<file path="src/sv/delimited_frame_deframer_unit_assert.svh">
// Assertion macros used by the deframer core (dfd_core).
// Each macro expects signals named clk and rst_n in the enclosing module.
`ifndef DELIMITED_FRAME_DEFRAMER_UNIT_ASSERT_SVH
`define DELIMITED_FRAME_DEFRAMER_UNIT_ASSERT_SVH

// Same-cycle implication.
`define DFD_ASSERT_NOW(label, ante, cons) \
    label: assert property (@(posedge clk) disable iff (!rst_n) (ante) |-> (cons)) \
        else $error("deframer assertion failed");

// Next-cycle implication.
`define DFD_ASSERT_NEXT(label, ante, cons) \
    label: assert property (@(posedge clk) disable iff (!rst_n) (ante) |=> (cons)) \
        else $error("deframer assertion failed");

`endif

</file>
<file path="src/sv/dfd_pkg.sv">
package dfd_pkg;

    localparam int PAYLOAD_LIMIT_DEF = 256;

    // Result kinds.
    localparam logic [1:0] KIND_PAYLOAD = 2'd0;
    localparam logic [1:0] KIND_ACCEPT  = 2'd1;
    localparam logic [1:0] KIND_DROP    = 2'd2;

    // Header byte positions, little-endian fields.
    localparam logic [2:0] HDR_TYPE   = 3'd0;
    localparam logic [2:0] HDR_SEQ_LO = 3'd1;
    localparam logic [2:0] HDR_SEQ_HI = 3'd2;
    localparam logic [2:0] HDR_LEN_B0 = 3'd3;
    localparam logic [2:0] HDR_LEN_B1 = 3'd4;
    localparam logic [2:0] HDR_LEN_B2 = 3'd5;
    localparam logic [2:0] HDR_LEN_B3 = 3'd6;
    localparam int         HEADER_BYTES = 7;

    // Reported length saturates at this value.
    localparam logic [8:0] LEN_SAT = 9'h1FF;

    // Configuration register indexes.
    localparam logic [1:0] REG_START_FIRST  = 2'd0;
    localparam logic [1:0] REG_START_SECOND = 2'd1;
    localparam logic [1:0] REG_END_FIRST    = 2'd2;
    localparam logic [1:0] REG_END_SECOND   = 2'd3;

    localparam logic [7:0] START_FIRST_RST  = 8'hCA;
    localparam logic [7:0] START_SECOND_RST = 8'hFE;
    localparam logic [7:0] END_FIRST_RST    = 8'hEF;
    localparam logic [7:0] END_SECOND_RST   = 8'hBE;

    typedef struct packed {
        logic [7:0] start_first;
        logic [7:0] start_second;
        logic [7:0] end_first;
        logic [7:0] end_second;
    } cfg_t;

    typedef struct packed {
        logic [1:0]  out_kind;
        logic [7:0]  data_byte;
        logic [7:0]  byte_index;
        logic [7:0]  frame_type;
        logic [15:0] sequence_res;
        logic [8:0]  frame_length;
        logic [15:0] check_received;
    } result_t;

endpackage

</file>
<file path="src/sv/dfd_cfg.sv">
module dfd_cfg
    import dfd_pkg::*;
(
    input  logic       clk,
    input  logic       rst_n,
    input  logic       cfg_we,
    input  logic [1:0] cfg_index,
    input  logic [7:0] cfg_data,
    output cfg_t       cfg
);

    cfg_t cfg_reg;
    cfg_t cfg_next;

    always_comb
    begin
        cfg_next = cfg_reg;
        if (cfg_we)
        begin
            case (cfg_index)
                REG_START_FIRST:  cfg_next.start_first  = cfg_data;
                REG_START_SECOND: cfg_next.start_second = cfg_data;
                REG_END_FIRST:    cfg_next.end_first    = cfg_data;
                REG_END_SECOND:   cfg_next.end_second   = cfg_data;
                default:          cfg_next = cfg_reg;
            endcase
        end
    end

    always_ff @(posedge clk or negedge rst_n)
    begin
        if (!rst_n)
        begin
            cfg_reg.start_first  <= START_FIRST_RST;
            cfg_reg.start_second <= START_SECOND_RST;
            cfg_reg.end_first    <= END_FIRST_RST;
            cfg_reg.end_second   <= END_SECOND_RST;
        end
        else
        begin
            cfg_reg <= cfg_next;
        end
    end

    assign cfg = cfg_reg;

endmodule

</file>
<file path="src/sv/dfd_in_stage.sv">
module dfd_in_stage
    import dfd_pkg::*;
(
    input  logic       clk,
    input  logic       rst_n,
    input  logic       in_valid,
    output logic       in_stall,
    input  logic [7:0] rx_byte,
    input  logic       advance,
    output logic       byte_valid,
    output logic [7:0] byte_data
);

    logic       valid_reg;
    logic       valid_next;
    logic [7:0] byte_reg;
    logic       take;

    // The register is free when empty or when its byte is consumed this cycle.
    assign in_stall   = valid_reg && !advance;
    assign take       = in_valid && !in_stall;
    assign valid_next = take || (valid_reg && !advance);

    always_ff @(posedge clk or negedge rst_n)
    begin
        if (!rst_n)
        begin
            valid_reg <= 1'b0;
        end
        else
        begin
            valid_reg <= valid_next;
        end
    end

    always_ff @(posedge clk)
    begin
        if (take)
        begin
            byte_reg <= rx_byte;
        end
    end

    assign byte_valid = valid_reg;
    assign byte_data  = byte_reg;

endmodule

</file>
<file path="src/sv/dfd_core.sv">
`include "delimited_frame_deframer_unit_assert.svh"

module dfd_core
    import dfd_pkg::*;
#(
    parameter int PAYLOAD_LIMIT = PAYLOAD_LIMIT_DEF
)
(
    input  logic       clk,
    input  logic       rst_n,
    input  cfg_t       cfg,
    input  logic       byte_valid,
    input  logic [7:0] byte_data,
    output logic       advance,
    output logic       out_valid,
    input  logic       out_stall,
    output result_t    res
);

    localparam int CntW = ($clog2(PAYLOAD_LIMIT + 1) > 3) ? $clog2(PAYLOAD_LIMIT + 1) : 3;

    typedef enum logic [2:0] {
        PH_HUNT1,
        PH_HUNT2,
        PH_HEADER,
        PH_PAYLOAD,
        PH_CHK_LO,
        PH_CHK_HI,
        PH_END1,
        PH_END2
    } phase_t;

    phase_t          phase_reg, phase_next;
    logic [CntW-1:0] count_reg, count_next;
    logic [7:0]      type_reg, type_next;
    logic [15:0]     seq_reg, seq_next;
    // Length is kept as its low 16 bits plus a flag for any set upper bit.
    logic [15:0]     len_lo_reg, len_lo_next;
    logic            len_hi_reg, len_hi_next;
    logic [15:0]     check_reg, check_next;
    logic            out_valid_reg, out_valid_next;
    result_t         res_reg, res_next;

    logic [15:0]     upd_lo;
    logic            upd_hi;
    logic [8:0]      len_sat;
    logic            too_long;
    logic            emit;
    logic            rearm;
    logic [1:0]      e_kind;
    logic [7:0]      e_data;
    logic [7:0]      e_idx;
    logic [15:0]     e_chk;

    assign advance  = byte_valid && (!out_valid_reg || !out_stall);

    always_comb
    begin
        phase_next = phase_reg;
        count_next = count_reg;
        type_next  = type_reg;
        seq_next   = seq_reg;
        check_next = check_reg;
        upd_lo     = len_lo_reg;
        upd_hi     = len_hi_reg;
        too_long   = 1'b0;
        emit       = 1'b0;
        rearm      = 1'b0;
        e_kind     = KIND_DROP;
        e_data     = 8'd0;
        e_idx      = 8'd0;
        e_chk      = 16'd0;

        if (advance)
        begin
            case (phase_reg)
                PH_HUNT1:
                begin
                    if (byte_data == cfg.start_first)
                    begin
                        phase_next = PH_HUNT2;
                    end
                end
                PH_HUNT2:
                begin
                    count_next = '0;
                    if (byte_data == cfg.start_second)
                    begin
                        phase_next = PH_HEADER;
                    end
                    else if (byte_data == cfg.start_first)
                    begin
                        phase_next = PH_HUNT2;
                    end
                    else
                    begin
                        phase_next = PH_HUNT1;
                    end
                end
                PH_HEADER:
                begin
                    case (count_reg[2:0])
                        HDR_TYPE:   type_next       = byte_data;
                        HDR_SEQ_LO: seq_next[7:0]   = byte_data;
                        HDR_SEQ_HI: seq_next[15:8]  = byte_data;
                        HDR_LEN_B0: upd_lo[7:0]     = byte_data;
                        HDR_LEN_B1: upd_lo[15:8]    = byte_data;
                        HDR_LEN_B2: upd_hi          = len_hi_reg || (byte_data != 8'd0);
                        HDR_LEN_B3: upd_hi          = len_hi_reg || (byte_data != 8'd0);
                        default:    upd_hi          = len_hi_reg;
                    endcase
                    count_next = count_reg + CntW'(1);
                    if (count_reg[2:0] == HDR_LEN_B3)
                    begin
                        count_next = '0;
                        too_long   = upd_hi || (upd_lo > 16'(PAYLOAD_LIMIT));
                        if (too_long)
                        begin
                            emit  = 1'b1;
                            rearm = 1'b1;
                        end
                        else if (upd_lo != 16'd0)
                        begin
                            phase_next = PH_PAYLOAD;
                        end
                        else
                        begin
                            phase_next = PH_CHK_LO;
                        end
                    end
                end
                PH_PAYLOAD:
                begin
                    emit       = 1'b1;
                    e_kind     = KIND_PAYLOAD;
                    e_data     = byte_data;
                    e_idx      = 8'(count_reg);
                    count_next = count_reg + CntW'(1);
                    if (16'(count_next) >= len_lo_reg)
                    begin
                        phase_next = PH_CHK_LO;
                    end
                end
                PH_CHK_LO:
                begin
                    check_next = {8'd0, byte_data};
                    phase_next = PH_CHK_HI;
                end
                PH_CHK_HI:
                begin
                    check_next[15:8] = byte_data;
                    phase_next       = PH_END1;
                end
                PH_END1:
                begin
                    if (byte_data == cfg.end_first)
                    begin
                        phase_next = PH_END2;
                    end
                    else
                    begin
                        emit  = 1'b1;
                        rearm = 1'b1;
                        e_chk = check_reg;
                    end
                end
                PH_END2:
                begin
                    emit   = 1'b1;
                    rearm  = 1'b1;
                    e_chk  = check_reg;
                    e_kind = (byte_data == cfg.end_second) ? KIND_ACCEPT : KIND_DROP;
                end
                default:
                begin
                    phase_next = PH_HUNT1;
                end
            endcase

            if (rearm)
            begin
                count_next = '0;
                // A failed first end byte that is itself a start byte re-arms.
                if ((phase_reg == PH_END1) && (byte_data == cfg.start_first))
                begin
                    phase_next = PH_HUNT2;
                end
                else
                begin
                    phase_next = PH_HUNT1;
                end
            end
        end

        len_lo_next = rearm ? 16'd0 : upd_lo;
        len_hi_next = rearm ? 1'b0 : upd_hi;
        len_sat     = (upd_hi || (upd_lo[15:9] != 7'd0)) ? LEN_SAT : upd_lo[8:0];

        res_next.out_kind       = e_kind;
        res_next.data_byte      = e_data;
        res_next.byte_index     = e_idx;
        res_next.frame_type     = type_next;
        res_next.sequence_res   = seq_next;
        res_next.frame_length   = len_sat;
        res_next.check_received = e_chk;

        if (advance && emit)
        begin
            out_valid_next = 1'b1;
        end
        else if (out_valid_reg && !out_stall)
        begin
            out_valid_next = 1'b0;
        end
        else
        begin
            out_valid_next = out_valid_reg;
        end
    end

    always_ff @(posedge clk or negedge rst_n)
    begin
        if (!rst_n)
        begin
            phase_reg     <= PH_HUNT1;
            count_reg     <= '0;
            type_reg      <= 8'd0;
            seq_reg       <= 16'd0;
            len_lo_reg    <= 16'd0;
            len_hi_reg    <= 1'b0;
            check_reg     <= 16'd0;
            out_valid_reg <= 1'b0;
            res_reg       <= '0;
        end
        else
        begin
            phase_reg     <= phase_next;
            count_reg     <= count_next;
            type_reg      <= type_next;
            seq_reg       <= seq_next;
            len_lo_reg    <= len_lo_next;
            len_hi_reg    <= len_hi_next;
            check_reg     <= check_next;
            out_valid_reg <= out_valid_next;
            if (advance && emit)
            begin
                res_reg <= res_next;
            end
        end
    end

    assign out_valid = out_valid_reg;
    assign res       = res_reg;

    `DFD_ASSERT_NOW(a_payload_in_range, phase_reg == PH_PAYLOAD,
        !len_hi_reg && (16'(count_reg) < len_lo_reg))
    `DFD_ASSERT_NOW(a_header_count, phase_reg == PH_HEADER, count_reg < CntW'(HEADER_BYTES))
    `DFD_ASSERT_NOW(a_payload_has_length, out_valid_reg && (res_reg.out_kind == KIND_PAYLOAD),
        res_reg.frame_length != 9'd0)
    `DFD_ASSERT_NOW(a_frame_result_clean, out_valid_reg && (res_reg.out_kind != KIND_PAYLOAD),
        (res_reg.data_byte == 8'd0) && (res_reg.byte_index == 8'd0))
    `DFD_ASSERT_NEXT(a_check_to_end, advance && (phase_reg == PH_CHK_HI), phase_reg == PH_END1)

endmodule

</file>
<file path="src/sv/delimited_frame_deframer_unit.sv">
// A byte is captured in the input register, and the result register loads from it when
// the core consumes the byte, so its item is valid once the result register holds it.
// Throughput: one byte per clock; the input register and the result register each take
// a new item while the other side is still occupied, so only a stalled output holds up input.
// Reset: asynchronous, active low; the deframer hunts for the first start byte, the
// delimiter registers return to CA, FE, EF and BE (hex), and no result is pending.
//
// Structure: the received byte is captured in an input register (dfd_in_stage). The
// deframing state machine (dfd_core) consumes that byte and, when the byte
// produces a payload, accepted-frame or dropped-frame item, loads the result register
// that drives the output ports. The delimiter values live in dfd_cfg and may only be
// rewritten while the block is idle.
//
// The frame header is seven little-endian bytes: type, a 16-bit sequence number and a
// 32-bit payload length. Lengths above PAYLOAD_LIMIT drop the frame at once. Payload
// bytes are forwarded as they arrive with their position in the payload. The 16-bit check
// value that follows is not verified; it is reported with the frame's closing item.
module delimited_frame_deframer_unit
    import dfd_pkg::*;
#(
    parameter int PAYLOAD_LIMIT = PAYLOAD_LIMIT_DEF
)
(
    input  logic        clk,
    input  logic        rst_n,
    // Configuration write port.
    input  logic        cfg_we,
    input  logic [1:0]  cfg_index,
    input  logic [7:0]  cfg_data,
    // Byte input channel.
    input  logic        in_valid,
    output logic        in_stall,
    input  logic [7:0]  rx_byte,
    // Result channel.
    output logic        out_valid,
    input  logic        out_stall,
    output logic [1:0]  out_kind,
    output logic [7:0]  data_byte,
    output logic [7:0]  byte_index,
    output logic [7:0]  frame_type,
    output logic [15:0] sequence_res,
    output logic [8:0]  frame_length,
    output logic [15:0] check_received
);

    cfg_t       cfg;
    result_t    res;
    logic       advance;
    logic       byte_valid;
    logic [7:0] byte_data;

    // Delimiter registers.
    dfd_cfg u_cfg (
        .clk       (clk),
        .rst_n     (rst_n),
        .cfg_we    (cfg_we),
        .cfg_index (cfg_index),
        .cfg_data  (cfg_data),
        .cfg       (cfg)
    );

    // Input register; it frees itself whenever the core consumes its byte.
    dfd_in_stage u_in (
        .clk        (clk),
        .rst_n      (rst_n),
        .in_valid   (in_valid),
        .in_stall   (in_stall),
        .rx_byte    (rx_byte),
        .advance    (advance),
        .byte_valid (byte_valid),
        .byte_data  (byte_data)
    );

    // Deframing state machine and result register.
    dfd_core #(
        .PAYLOAD_LIMIT (PAYLOAD_LIMIT)
    ) u_core (
        .clk        (clk),
        .rst_n      (rst_n),
        .cfg        (cfg),
        .byte_valid (byte_valid),
        .byte_data  (byte_data),
        .advance    (advance),
        .out_valid  (out_valid),
        .out_stall  (out_stall),
        .res        (res)
    );

    assign out_kind       = res.out_kind;
    assign data_byte      = res.data_byte;
    assign byte_index     = res.byte_index;
    assign frame_type     = res.frame_type;
    assign sequence_res   = res.sequence_res;
    assign frame_length   = res.frame_length;
    assign check_received = res.check_received;

endmodule

</file>
<file path="config.mk">
export PLATFORM = sky130hd
export DESIGN_NAME = delimited_frame_deframer_unit
export DESIGN_NICKNAME = d
export VERILOG_FILES = /design/src/sv/dfd_pkg.sv /design/src/sv/dfd_cfg.sv /design/src/sv/dfd_in_stage.sv /design/src/sv/dfd_core.sv /design/src/sv/delimited_frame_deframer_unit.sv
export VERILOG_INCLUDE_DIRS = /design/src /design/src/sv
export SDC_FILE = /design/constraint.sdc
export NUM_CORES = 1
export LEC_CHECK = 0
export BUFFER_PORTS_ARGS = -buffer_cell sky130_fd_sc_hd__buf_2
export CORE_MARGIN = 2
export CORE_UTILIZATION = 58
export DETAILED_ROUTE_END_ITERATION = 10
export PLACE_DENSITY = 0.76
export SLEW_MARGIN = 40
export SYNTH_ARGS = -nofsm -noshare
export SYNTH_HDL_FRONTEND = slang
export SYNTH_SLANG_ARGS = --single-unit
</file>
<file path="constraint.sdc">
create_clock -name clk -period 3.69 [get_ports clk]
set_clock_uncertainty 0.05 [all_clocks]
set_input_delay 0.1845 -clock clk [delete_from_list [all_inputs] [get_ports clk]]
set_output_delay 0.1845 -clock clk [all_outputs]
set_load 0.03 [all_outputs]
</file>
==> out/summary.md, run 1 <==
• outcome: finished clean
• worst vdd ir: 0.000550 V
• initial DRC count: 473
• I/O pin total: 92
• class of the most critical hold timing path: in2reg
• clock root cell: sky130_fd_sc_hd__clkbuf_16
• transition at the pin with the smallest max-transition slack: 0.679 ns
• number of synthesized register bits: 178
• count of nets after finishing: 859
• number of CTS-inserted buffers: 17
• half-perimeter wire length after placement: 11300 um
• final critical-path share of the clock period: 83.4%
• ant diodes: 0
• core area: 0.0132 mm^2
• clock-pin slew on the worst setup and hold paths: 0.07 ns
• Routed WL per cell: 17.1 um
• Num Clock Sinks: 178
• Max FO, Critical Path: 60
• most common cell after layout, fill and taps aside: sky130_fd_sc_hd__dfrtp_1
• synthesized cell area: 0.00784 mm^2
• number of buffer cells added on primary ports: 91
• kind of critical path: reg2reg
• count of different cell masters after synthesis: 47
• width of the die: 120 um
• FFs w/ async S/R, synth: 95.5%
• initial antenna violation count: 0
• setup repair after global routing missed its margin: false
• pins over their slew limit: 0
• final hold viol count: 0
• Synth Net Count: 751
• Max-slew headroom: 54.5%
• yosys warns: 0
• upper clock frequency limit: 0.325 GHz
• Post-Syn Area per Cell: 11.0 um^2
• Final Wtd Congestion: 0.907
• worst slack after detailed placement: 0.688 ns
• Routed WL: 17300 um
• post-synth top area cell: sky130_fd_sc_hd__dfrtp_1
• # H-tree levels: 4
• via count of the first global-routing pass: 5713
• area added between synthesis and finish: 17.5%
• GR Overflow Total: 0
• Critical Path AT: 3.30 ns
• drt drc: 0
• TritonCTS clock tree: done
• post-synth top area share: 46.6%
• wire length of the first global-routing pass: 28500 um
• setup TNS: 0 ns
• FF/Latch Area: 0.00452 mm^2
• placement row count: 42
• sequential fraction of the synthesis area: 57.7%
• fraction of final layout cells with drive strength greater than 1: 27.7%
• gr usage total: 25.7%
• type of destination of the critical path: flop
• multi-input logic area: 0.00310 mm^2
• cell count after synthesis: 714
• commonest cells after routing, fill and taps aside: sky130_fd_sc_hd__dfrtp_1, sky130_fd_sc_hd__nor2_1, sky130_fd_sc_hd__nand2_1, sky130_fd_sc_hd__buf_2, sky130_fd_sc_hd__mux2_2
• Static Leak: 4.50 nW
• top cells by area in the synthesized netlist: sky130_fd_sc_hd__dfrtp_1, sky130_fd_sc_hd__mux2_2, sky130_fd_sc_hd__dfstp_2
• Via-to-Cell Ratio: 5.55
• number of flops mapped to enable cells by yosys: 8
• effective utilization at floorplan: 59.2%
• count of endpoints failing setup in the final report: 0
• required time reported for the critical path endpoint: 3.91 ns
• number of nets still failing antenna checks after routing: 0
• fill cell count: 992
• clk_lat worst skew: 0.44 ns
• flip-flop count of the largest register, all copies and words added: 67
• max cap viols: 0
• DIE AREA: 0.0145 mm^2
• Setup crit start kind: flop
• DIE HEIGHT: 120 um
• maximum number of pins on one net before global-route repair: 106
• Post-synth top flop: sky130_fd_sc_hd__dfrtp_1
• power after layout: 6.82 mW
• Period minus WS final: 3.08 ns
• 1st-pass router iterations: 7
• Worst Setup Slack, final: 0.614 ns
• maximum buffer depth of the clock tree: 2
• vias post-DR: 5616
• Cell Pwr Density: 741 mW/mm^2
• post-CTS setup buffer count: 0
critical path, cell delays in order, from the launching register on:
cell,delay (ns)
sky130_fd_sc_hd__dfrtp_1,0.37
sky130_fd_sc_hd__or4_1,0.53
sky130_fd_sc_hd__nor4_2,0.37
sky130_fd_sc_hd__mux2i_1,0.16
sky130_fd_sc_hd__o41a_1,0.52
sky130_fd_sc_hd__o311a_4,0.63
sky130_fd_sc_hd__nor2_1,0.18
sky130_fd_sc_hd__a31oi_1,0.07
final timing paths:
check	startpoint	to	slack, ns	depth (start not counted)
max	u_core.len_lo_reg[12]$_DFF_PN0_	u_core.res[17]$_DFFE_PN0P_	0.61	7
min	cfg_data[7]	u_cfg.cfg[23]$_DFFE_PN1P_	0.01	2
max reg2reg	u_core.len_lo_reg[12]$_DFF_PN0_	u_core.res[17]$_DFFE_PN0P_	0.61	7
min reg2reg	u_core.res[8]$_DFFE_PN0P_	u_core.res[8]$_DFFE_PN0P_	0.41	2
max in group asynchronous	rst_n	u_core.seq_reg[11]$_DFF_PN0_	2.35	4
min in group asynchronous	rst_n	u_core.count_reg[6]$_DFFE_PN0P_	0.15	2
logic make-up (layout without fill, tap and decap cells):
logic type,after synthesis,count (layout),synth area share [%]
compound gates,75,75,6.35
xor+xnor,38,38,4.24
fa+ha+maj,14,14,2.23
buf+inv,53,174,3.08
flops,178,178,57.7
mux,82,82,11.5
simple gates,274,274,14.9
cell type report:
cell class | count | area share, %
clock buffers | 18 | 4.66
clock inverters | 14 | 1.26
inverters | 20 | 0.815
multi-input cells | 483 | 33.6
flip-flops and latches | 178 | 49.1
well taps | 176 | 2.39
repair buffers | 122 | 8.15
per-layer routing:
layer	share of wire, %	vias up	wire, um	global-route usage, %
met5	0	-	0	0
met4	2.1	0	362	9.96
li1	-	2645	-	-
met1	44	2777	7590	34.6
met2	49	165	8510	41.8
met3	4.9	29	842	5.00
timing repair:
action | in CTS | in global routing
resized for setup | 0 | 0
hold buffers | 14 | 0
hold endpoints to repair | 95 | 0
stage by stage:
step,cells,cell area [um^2],hold slack [ns],utilization (%)
floorplan,714,7840,-0.161,-
global placement,963,8470,0.312,64.0
detailed placement,963,8490,0.231,64.1
CTS,1009,9180,0.000972,69.3
global route,1011,9210,0.00707,69.6
finish,1011,9210,0.0103,69.6
cell usage after synthesis, types with 9 or more instances:
master,instances
sky130_fd_sc_hd__mux2_2,64
sky130_fd_sc_hd__mux2i_1,18
sky130_fd_sc_hd__ha_1,14
sky130_fd_sc_hd__inv_1,20
sky130_fd_sc_hd__o21ai_0,28
sky130_fd_sc_hd__a31oi_1,12
sky130_fd_sc_hd__clkbuf_1,17
sky130_fd_sc_hd__a21oi_1,9
sky130_fd_sc_hd__xnor2_1,14
sky130_fd_sc_hd__dfstp_2,24
sky130_fd_sc_hd__xor2_1,24
sky130_fd_sc_hd__dfrtp_1,146
sky130_fd_sc_hd__nand3_1,26
sky130_fd_sc_hd__nor2_1,112
sky130_fd_sc_hd__nand2_1,97
where the power goes:
group          internal, mW  switching (mW)  total (mW)
logic                 0.786            1.47        2.25
clock network         0.922           0.753        1.67
registers              2.56           0.335        2.89
Power figures use the tool's default switching activity.
==> run 2: changes to the inputs <==
clock period = 3.1 ns   (was 3.69 ns; I/O delays follow)
==> out/summary.md, run 2 (synthesized netlist as in run 1, its figures left out) <==
• outcome: finished clean
• Worst Hold Slack: 0.183 ns
• commonest cells after routing, fill and taps aside: sky130_fd_sc_hd__dfrtp_1, sky130_fd_sc_hd__nor2_1, sky130_fd_sc_hd__nand2_1, sky130_fd_sc_hd__buf_2, sky130_fd_sc_hd__mux2_2
• 1st-pass router iterations: 5
• core area: 0.0132 mm^2
• reg2reg setup slack: 0.18 ns
• Worst Setup EP: u_core.res[19]$_DFFE_PN0P_
• drt drc: 0
• maximum buffer depth of the clock tree: 2
• number of CTS-inserted buffers: 17
• max cap viols: 0
• flip-flop count of the largest register, all copies and words added: 67
• half-perimeter wire length after placement: 11900 um
• Routed WL per cell: 17.5 um
• Setup crit start kind: flop
• Max-slew headroom: 52.2%
• max incr delay on CP: 0.59 ns
• power after layout: 8.25 mW
• vias post-DR: 5745
• fraction of final layout cells with drive strength greater than 1: 28.1%
• effective utilization at floorplan: 59.2%
• # H-tree levels: 4
• R2R cell count: 8
• Crit path buffers/inverters: 1
• setup repair after global routing missed its margin: false
• worst vdd ir: 0.000590 V
• DIE HEIGHT: 120 um
• upper clock frequency limit: 0.342 GHz
• setup TNS: 0 ns
• final critical-path share of the clock period: 94.2%
• initial DRC count: 420
• Routed WL: 17900 um
• crit path cell chain: or4_1, nor4_2, mux2i_1, o41a_1, o311a_2, buf_4, nor2_1, a31oi_1
• count of nets after finishing: 872
• reg-to-reg startpoint: u_in.byte_data[4]$_DFFE_PP_
• multi-input logic area: 0.00308 mm^2
• kind of critical path: reg2reg
• Sequential Power Share: 41.6%
• class of the most critical hold timing path: in2async
• share of power burned in the clock network: 24.8%
• portion of total power attributed to combinational logic: 33.6%
• share of total power consumed by net switching: 37.0%
• transition at the pin with the smallest max-transition slack: 0.716 ns
• Via-to-Cell Ratio: 5.62
• slowest library cell on the worst path: sky130_fd_sc_hd__or4_1
• worst slack after detailed placement: 0.194 ns
• Largest delay share family, worst path: simple AND/OR/NAND/NOR gates
• I/O pin total: 92
• required time reported for the critical path endpoint: 3.33 ns
• FF/Latch Area: 0.00453 mm^2
• gr usage total: 26.4%
• width of the die: 120 um
• Worst Setup Slack, final: 0.179 ns
• most common cell after layout, fill and taps aside: sky130_fd_sc_hd__dfrtp_1
• Period minus WS final: 2.92 ns
• final hold viol count: 0
• via count of the first global-routing pass: 5793
• clock-pin slew on the worst setup and hold paths: 0.06 ns
• type of destination of the critical path: flop
• sw power: 3.05 mW
• cell count along the critical path: 8
• wire length of the first global-routing pass: 29400 um
• Cell Pwr Density: 883 mW/mm^2
• fill cell count: 972
• source of the critical timing path: u_in.byte_data[4]$_DFFE_PP_
• area added between synthesis and finish: 19.1%
• pins over their slew limit: 0
• clock root cell: sky130_fd_sc_hd__clkbuf_16
• maximum number of pins on one net before global-route repair: 82
• ant diodes: 0
• Final Wtd Congestion: 0.849
• count of endpoints failing setup in the final report: 0
• placement row count: 42
• clk_lat worst skew: 0.44 ns
• post-CTS setup buffer count: 0
• design internal power: 5.20 mW
• Critical Path AT: 3.15 ns
• Num Clock Sinks: 178
• TritonCTS clock tree: done
• Max FO, Critical Path: 37
• initial antenna violation count: 0
• number of buffer cells added on primary ports: 91
• GR Overflow Total: 0
• DIE AREA: 0.0145 mm^2
• number of nets still failing antenna checks after routing: 0
• end of the worst register-to-register path: u_core.res[19]$_DFFE_PN0P_
• Static Leak: 4.58 nW
==> run 2: routing by layer <==
metal / share of wire, % / global-route usage, % / vias up
met5: 0 / 0 / -
met4: 2.9 / 12.6 / 0
met2: 49 / 41.2 / 171
met3: 4.8 / 5.90 / 49
li1: - / - / 2675
met1: 43 / 35.4 / 2850
==> run 2: through the flow <==
stage	instance area, um^2	instances	utilization [%]
2_1_floorplan	7840	714	-
3_3_place_gp	8580	972	64.8
3_5_place_dp	8580	972	64.8
4_1_cts	9340	1023	70.5
5_1_grt	9340	1023	70.5
6_report	9340	1023	70.5
==> run 2: worst reg2reg max path, stage by stage, from the launching register on <==
cell	delay, ns
sky130_fd_sc_hd__edfxtp_1	0.38
sky130_fd_sc_hd__or4_1	0.59
sky130_fd_sc_hd__nor4_2	0.23
sky130_fd_sc_hd__mux2i_1	0.12
sky130_fd_sc_hd__o41a_1	0.49
sky130_fd_sc_hd__o311a_2	0.42
sky130_fd_sc_hd__buf_4	0.25
sky130_fd_sc_hd__nor2_1	0.18
sky130_fd_sc_hd__a31oi_1	0.06
==> run 2: worst min-delay path by stage <==
stage	from	to	slack (ns)	cells past startpoint
floorplan	rst_n	u_cfg.cfg[0]$_DFFE_PN0P_	-0.19	0
global placement	rst_n	u_core.res[54]$_DFFE_PN0P_	0.08	1
detailed placement	rst_n	u_core.count_reg[5]$_DFFE_PN0P_	0.08	1
CTS	rst_n	u_core.res[55]$_DFFE_PN0P_	0.21	2
global route	rst_n	u_core.res[55]$_DFFE_PN0P_	0.24	2
finish	rst_n	u_core.res[55]$_DFFE_PN0P_	0.18	2
==> run 2: area by class of cell <==
type	count	area share [%]
clock inverters	7	0.817
inverters	20	0.804
flip-flops and latches	178	48.5
well taps	176	2.36
repair buffers	135	9.42
clock buffers	24	5.16
multi-input cells	483	33.0
==> run 2: timing repair <==
action / CTS / global route
endpoints found under the setup margin: 0 / 2
hold buffers: 20 / 0
gates resized for setup: 0 / 2
endpoints found under the hold margin: 95 / 0
==> run 2: power by group through the flow <==
stage               clock (mW)  sequential (mW)  combinational [mW]
finish                    2.04             3.44                2.77
detailed placement           0             3.46                2.74
global placement             0             3.41                2.65
global route              2.16             3.51                3.03
CTS                       2.06             3.43                2.78
floorplan                    0             4.01                1.34
==> run 3: changes to the inputs <==
ABC_AREA = 1   (was default)
CORE_UTILIZATION = 59   (was 58)
PLACE_DENSITY = 0.77   (was 0.76)
SETUP_SLACK_MARGIN = 0.2   (was default)
SLEW_MARGIN = 15   (was 40)
==> out/summary.md, run 3 <==
• clk_lat worst skew: 0.43 ns
• DIE HEIGHT: 123 um
• Synth Net Count: 1057
• setup repair after global routing missed its margin: false
• number of flops mapped to enable cells by yosys: 8
• placement row count: 43
• GR Overflow Total: 0
• count of different cell masters after synthesis: 34
• gr usage total: 27.9%
• kind of critical path: reg2reg
• Max-slew headroom: 56.2%
• Worst Hold Slack: 0.0109 ns
• Routed WL per cell: 15.3 um
• Period minus WS final: 2.73 ns
• Via-to-Cell Ratio: 5.41
• outcome: finished clean
• post-synth top area share: 43.5%
• count of nets after finishing: 1151
• setup TNS: 0 ns
• Final Wtd Congestion: 0.941
• upper clock frequency limit: 0.366 GHz
• I/O pin total: 92
• width of the die: 123 um
• sequential fraction of the synthesis area: 53.8%
• post-synth top area cell: sky130_fd_sc_hd__dfrtp_1
• top cells by area in the synthesized netlist: sky130_fd_sc_hd__dfrtp_1, sky130_fd_sc_hd__nand2_1, sky130_fd_sc_hd__dfstp_2
• required time reported for the critical path endpoint: 3.42 ns
• via count of the first global-routing pass: 6594
• vias post-DR: 7058
• final critical-path share of the clock period: 88.2%
• count of endpoints failing setup in the final report: 0
• drt drc: 0
• maximum number of pins on one net before global-route repair: 70
• most common cell after layout, fill and taps aside: sky130_fd_sc_hd__nand2_1
• area added between synthesis and finish: 15.6%
• maximum buffer depth of the clock tree: 2
• most numerous cell types in the synthesized netlist: sky130_fd_sc_hd__nand2_1, sky130_fd_sc_hd__dfrtp_1, sky130_fd_sc_hd__nand3_1, sky130_fd_sc_hd__o21ai_0, sky130_fd_sc_hd__nor2_1
• Num Clock Sinks: 178
• Routed WL: 20000 um
• fraction of final layout cells with drive strength greater than 1: 16.9%
• Critical Path AT: 3.05 ns
• initial antenna violation count: 0
• Setup crit start kind: flop
• number of buffer cells added on primary ports: 91
• synthesized cell area: 0.00841 mm^2
• clock-pin slew on the worst setup and hold paths: 0.06 ns
• initial DRC count: 754
• number of CTS-inserted buffers: 17
• post-CTS setup buffer count: 0
• FFs w/ async S/R, synth: 95.5%
• 1st-pass router iterations: 5
• flip-flop count of the largest register, all copies and words added: 67
• Max FO, Critical Path: 5
• commonest cells after routing, fill and taps aside: sky130_fd_sc_hd__nand2_1, sky130_fd_sc_hd__dfrtp_1, sky130_fd_sc_hd__nand3_1, sky130_fd_sc_hd__buf_2, sky130_fd_sc_hd__o21ai_0
• clock root cell: sky130_fd_sc_hd__clkbuf_16
• cell count after synthesis: 1020
• # H-tree levels: 4
• core area: 0.0139 mm^2
• final hold viol count: 0
• transition at the pin with the smallest max-transition slack: 0.657 ns
• Post-synth top flop: sky130_fd_sc_hd__dfrtp_1
• effective utilization at floorplan: 60.6%
• wire length of the first global-routing pass: 32500 um
• ant diodes: 0
• Static Leak: 5.15 nW
• number of synthesized register bits: 178
• count leader, synth: sky130_fd_sc_hd__nand2_1
• class of the most critical hold timing path: in2reg
• yosys warns: 0
• Cell Pwr Density: 661 mW/mm^2
• pins over their slew limit: 0
• worst vdd ir: 0.000463 V
• type of destination of the critical path: flop
• half-perimeter wire length after placement: 13600 um
• TritonCTS clock tree: done
• Post-Syn Area per Cell: 8.24 um^2
• DIE AREA: 0.0152 mm^2
• Worst Setup Slack, final: 0.366 ns
• number of nets still failing antenna checks after routing: 0
• worst slack after detailed placement: 0.340 ns
• post-layout util: 70.0%
• power after layout: 6.42 mW
• max cap viols: 0
## run 3: cell types whose count changed after synthesis, sizes merged, moves of 13 or more
| cell | delta |
|---|---|
| nor2 | -41 |
| nand3 | +86 |
| mux2i | -18 |
| nand2 | +278 |
| mux2 | -64 |
| o21ai | +64 |
| inv | +53 |
| buf | +13 |
| xor2 | -18 |
## run 3: path summary, 6_finish.rpt
path	startpoint	endpoint	slack, ns	cells after the start
min in group asynchronous	rst_n	u_cfg.cfg[29]$_DFFE_PN0P_	0.26	2
max	u_core.count_reg[1]$_DFFE_PN0P_	u_core.phase_reg[1]$_DFFE_PN0P_	0.37	16
max reg2reg	u_core.count_reg[1]$_DFFE_PN0P_	u_core.phase_reg[1]$_DFFE_PN0P_	0.37	16
max in group asynchronous	rst_n	u_core.res[30]$_DFFE_PN0P_	1.94	3
min reg2reg	u_core.res[30]$_DFFE_PN0P_	u_core.res[30]$_DFFE_PN0P_	0.42	2
min	cfg_data[1]	u_cfg.cfg[1]$_DFFE_PN1P_	0.01	3
## run 3: final cells by class
class / instances / area [um^2]
well taps: 180 / 225
clock inverters: 7 / 77.6
inverters: 73 / 274
clock buffers: 23 / 458
multi-input cells: 722 / 3400
flip-flops and latches: 178 / 4530
repair buffers: 122 / 759
fillers: 1126 / 4160
## run 3: critical path: stages, from the launching register on
cell and delay [ns]:
sky130_fd_sc_hd__dfrtp_1 0.41, sky130_fd_sc_hd__inv_1 0.12, sky130_fd_sc_hd__nor3_2 0.26, sky130_fd_sc_hd__nand3_1 0.16, sky130_fd_sc_hd__nand3b_1 0.20, sky130_fd_sc_hd__xor2_1 0.18
sky130_fd_sc_hd__inv_2 0.06, sky130_fd_sc_hd__ha_1 0.30, sky130_fd_sc_hd__nand2_1 0.09, sky130_fd_sc_hd__nor2_2 0.14, sky130_fd_sc_hd__nor3b_2 0.17, sky130_fd_sc_hd__nand2_1 0.06
sky130_fd_sc_hd__nand4_1 0.13, sky130_fd_sc_hd__nand2_1 0.08, sky130_fd_sc_hd__nor2_2 0.10, sky130_fd_sc_hd__nand3_1 0.09, sky130_fd_sc_hd__nand2_1 0.07
## run 3: kinds of logic after synthesis
group / count (synthesis) / synth area share [%]
compound gates: 101 / 6.04
fa+ha+maj: 14 / 2.08
simple gates: 579 / 29.0
xor+xnor: 28 / 2.92
flops: 178 / 53.8
buf+inv: 120 / 6.16
## run 3: what timing repair did
item / 4_1_cts / 5_1_grt
endpoints found under the setup margin: 0 / 24
hold buffers: 16 / 0
hold endpoints to repair: 71 / 0
gates resized for setup: 0 / 9
## run 3: per-layer routing
metal	vias up	share of wire (%)	GRT usage (%)
met3	35	6.3	4.70
met4	0	2.2	11.0
li1	3423	-	-
met5	-	0	0
met2	248	45	43.0
met1	3352	46	39.6
## run 3: per-stage QoR
stage / instances / cell area [um^2]
floorplan: 1020 / 8410
global placement: 1259 / 8990
detailed placement: 1259 / 8990
CTS: 1305 / 9680
global route: 1305 / 9720
finish: 1305 / 9720
## run 3: power breakdown
part / internal (mW) / switching [mW]
logic: 0.488 / 0.979
registers: 2.72 / 0.253
clock network: 1.12 / 0.865
total: 4.33 / 2.10
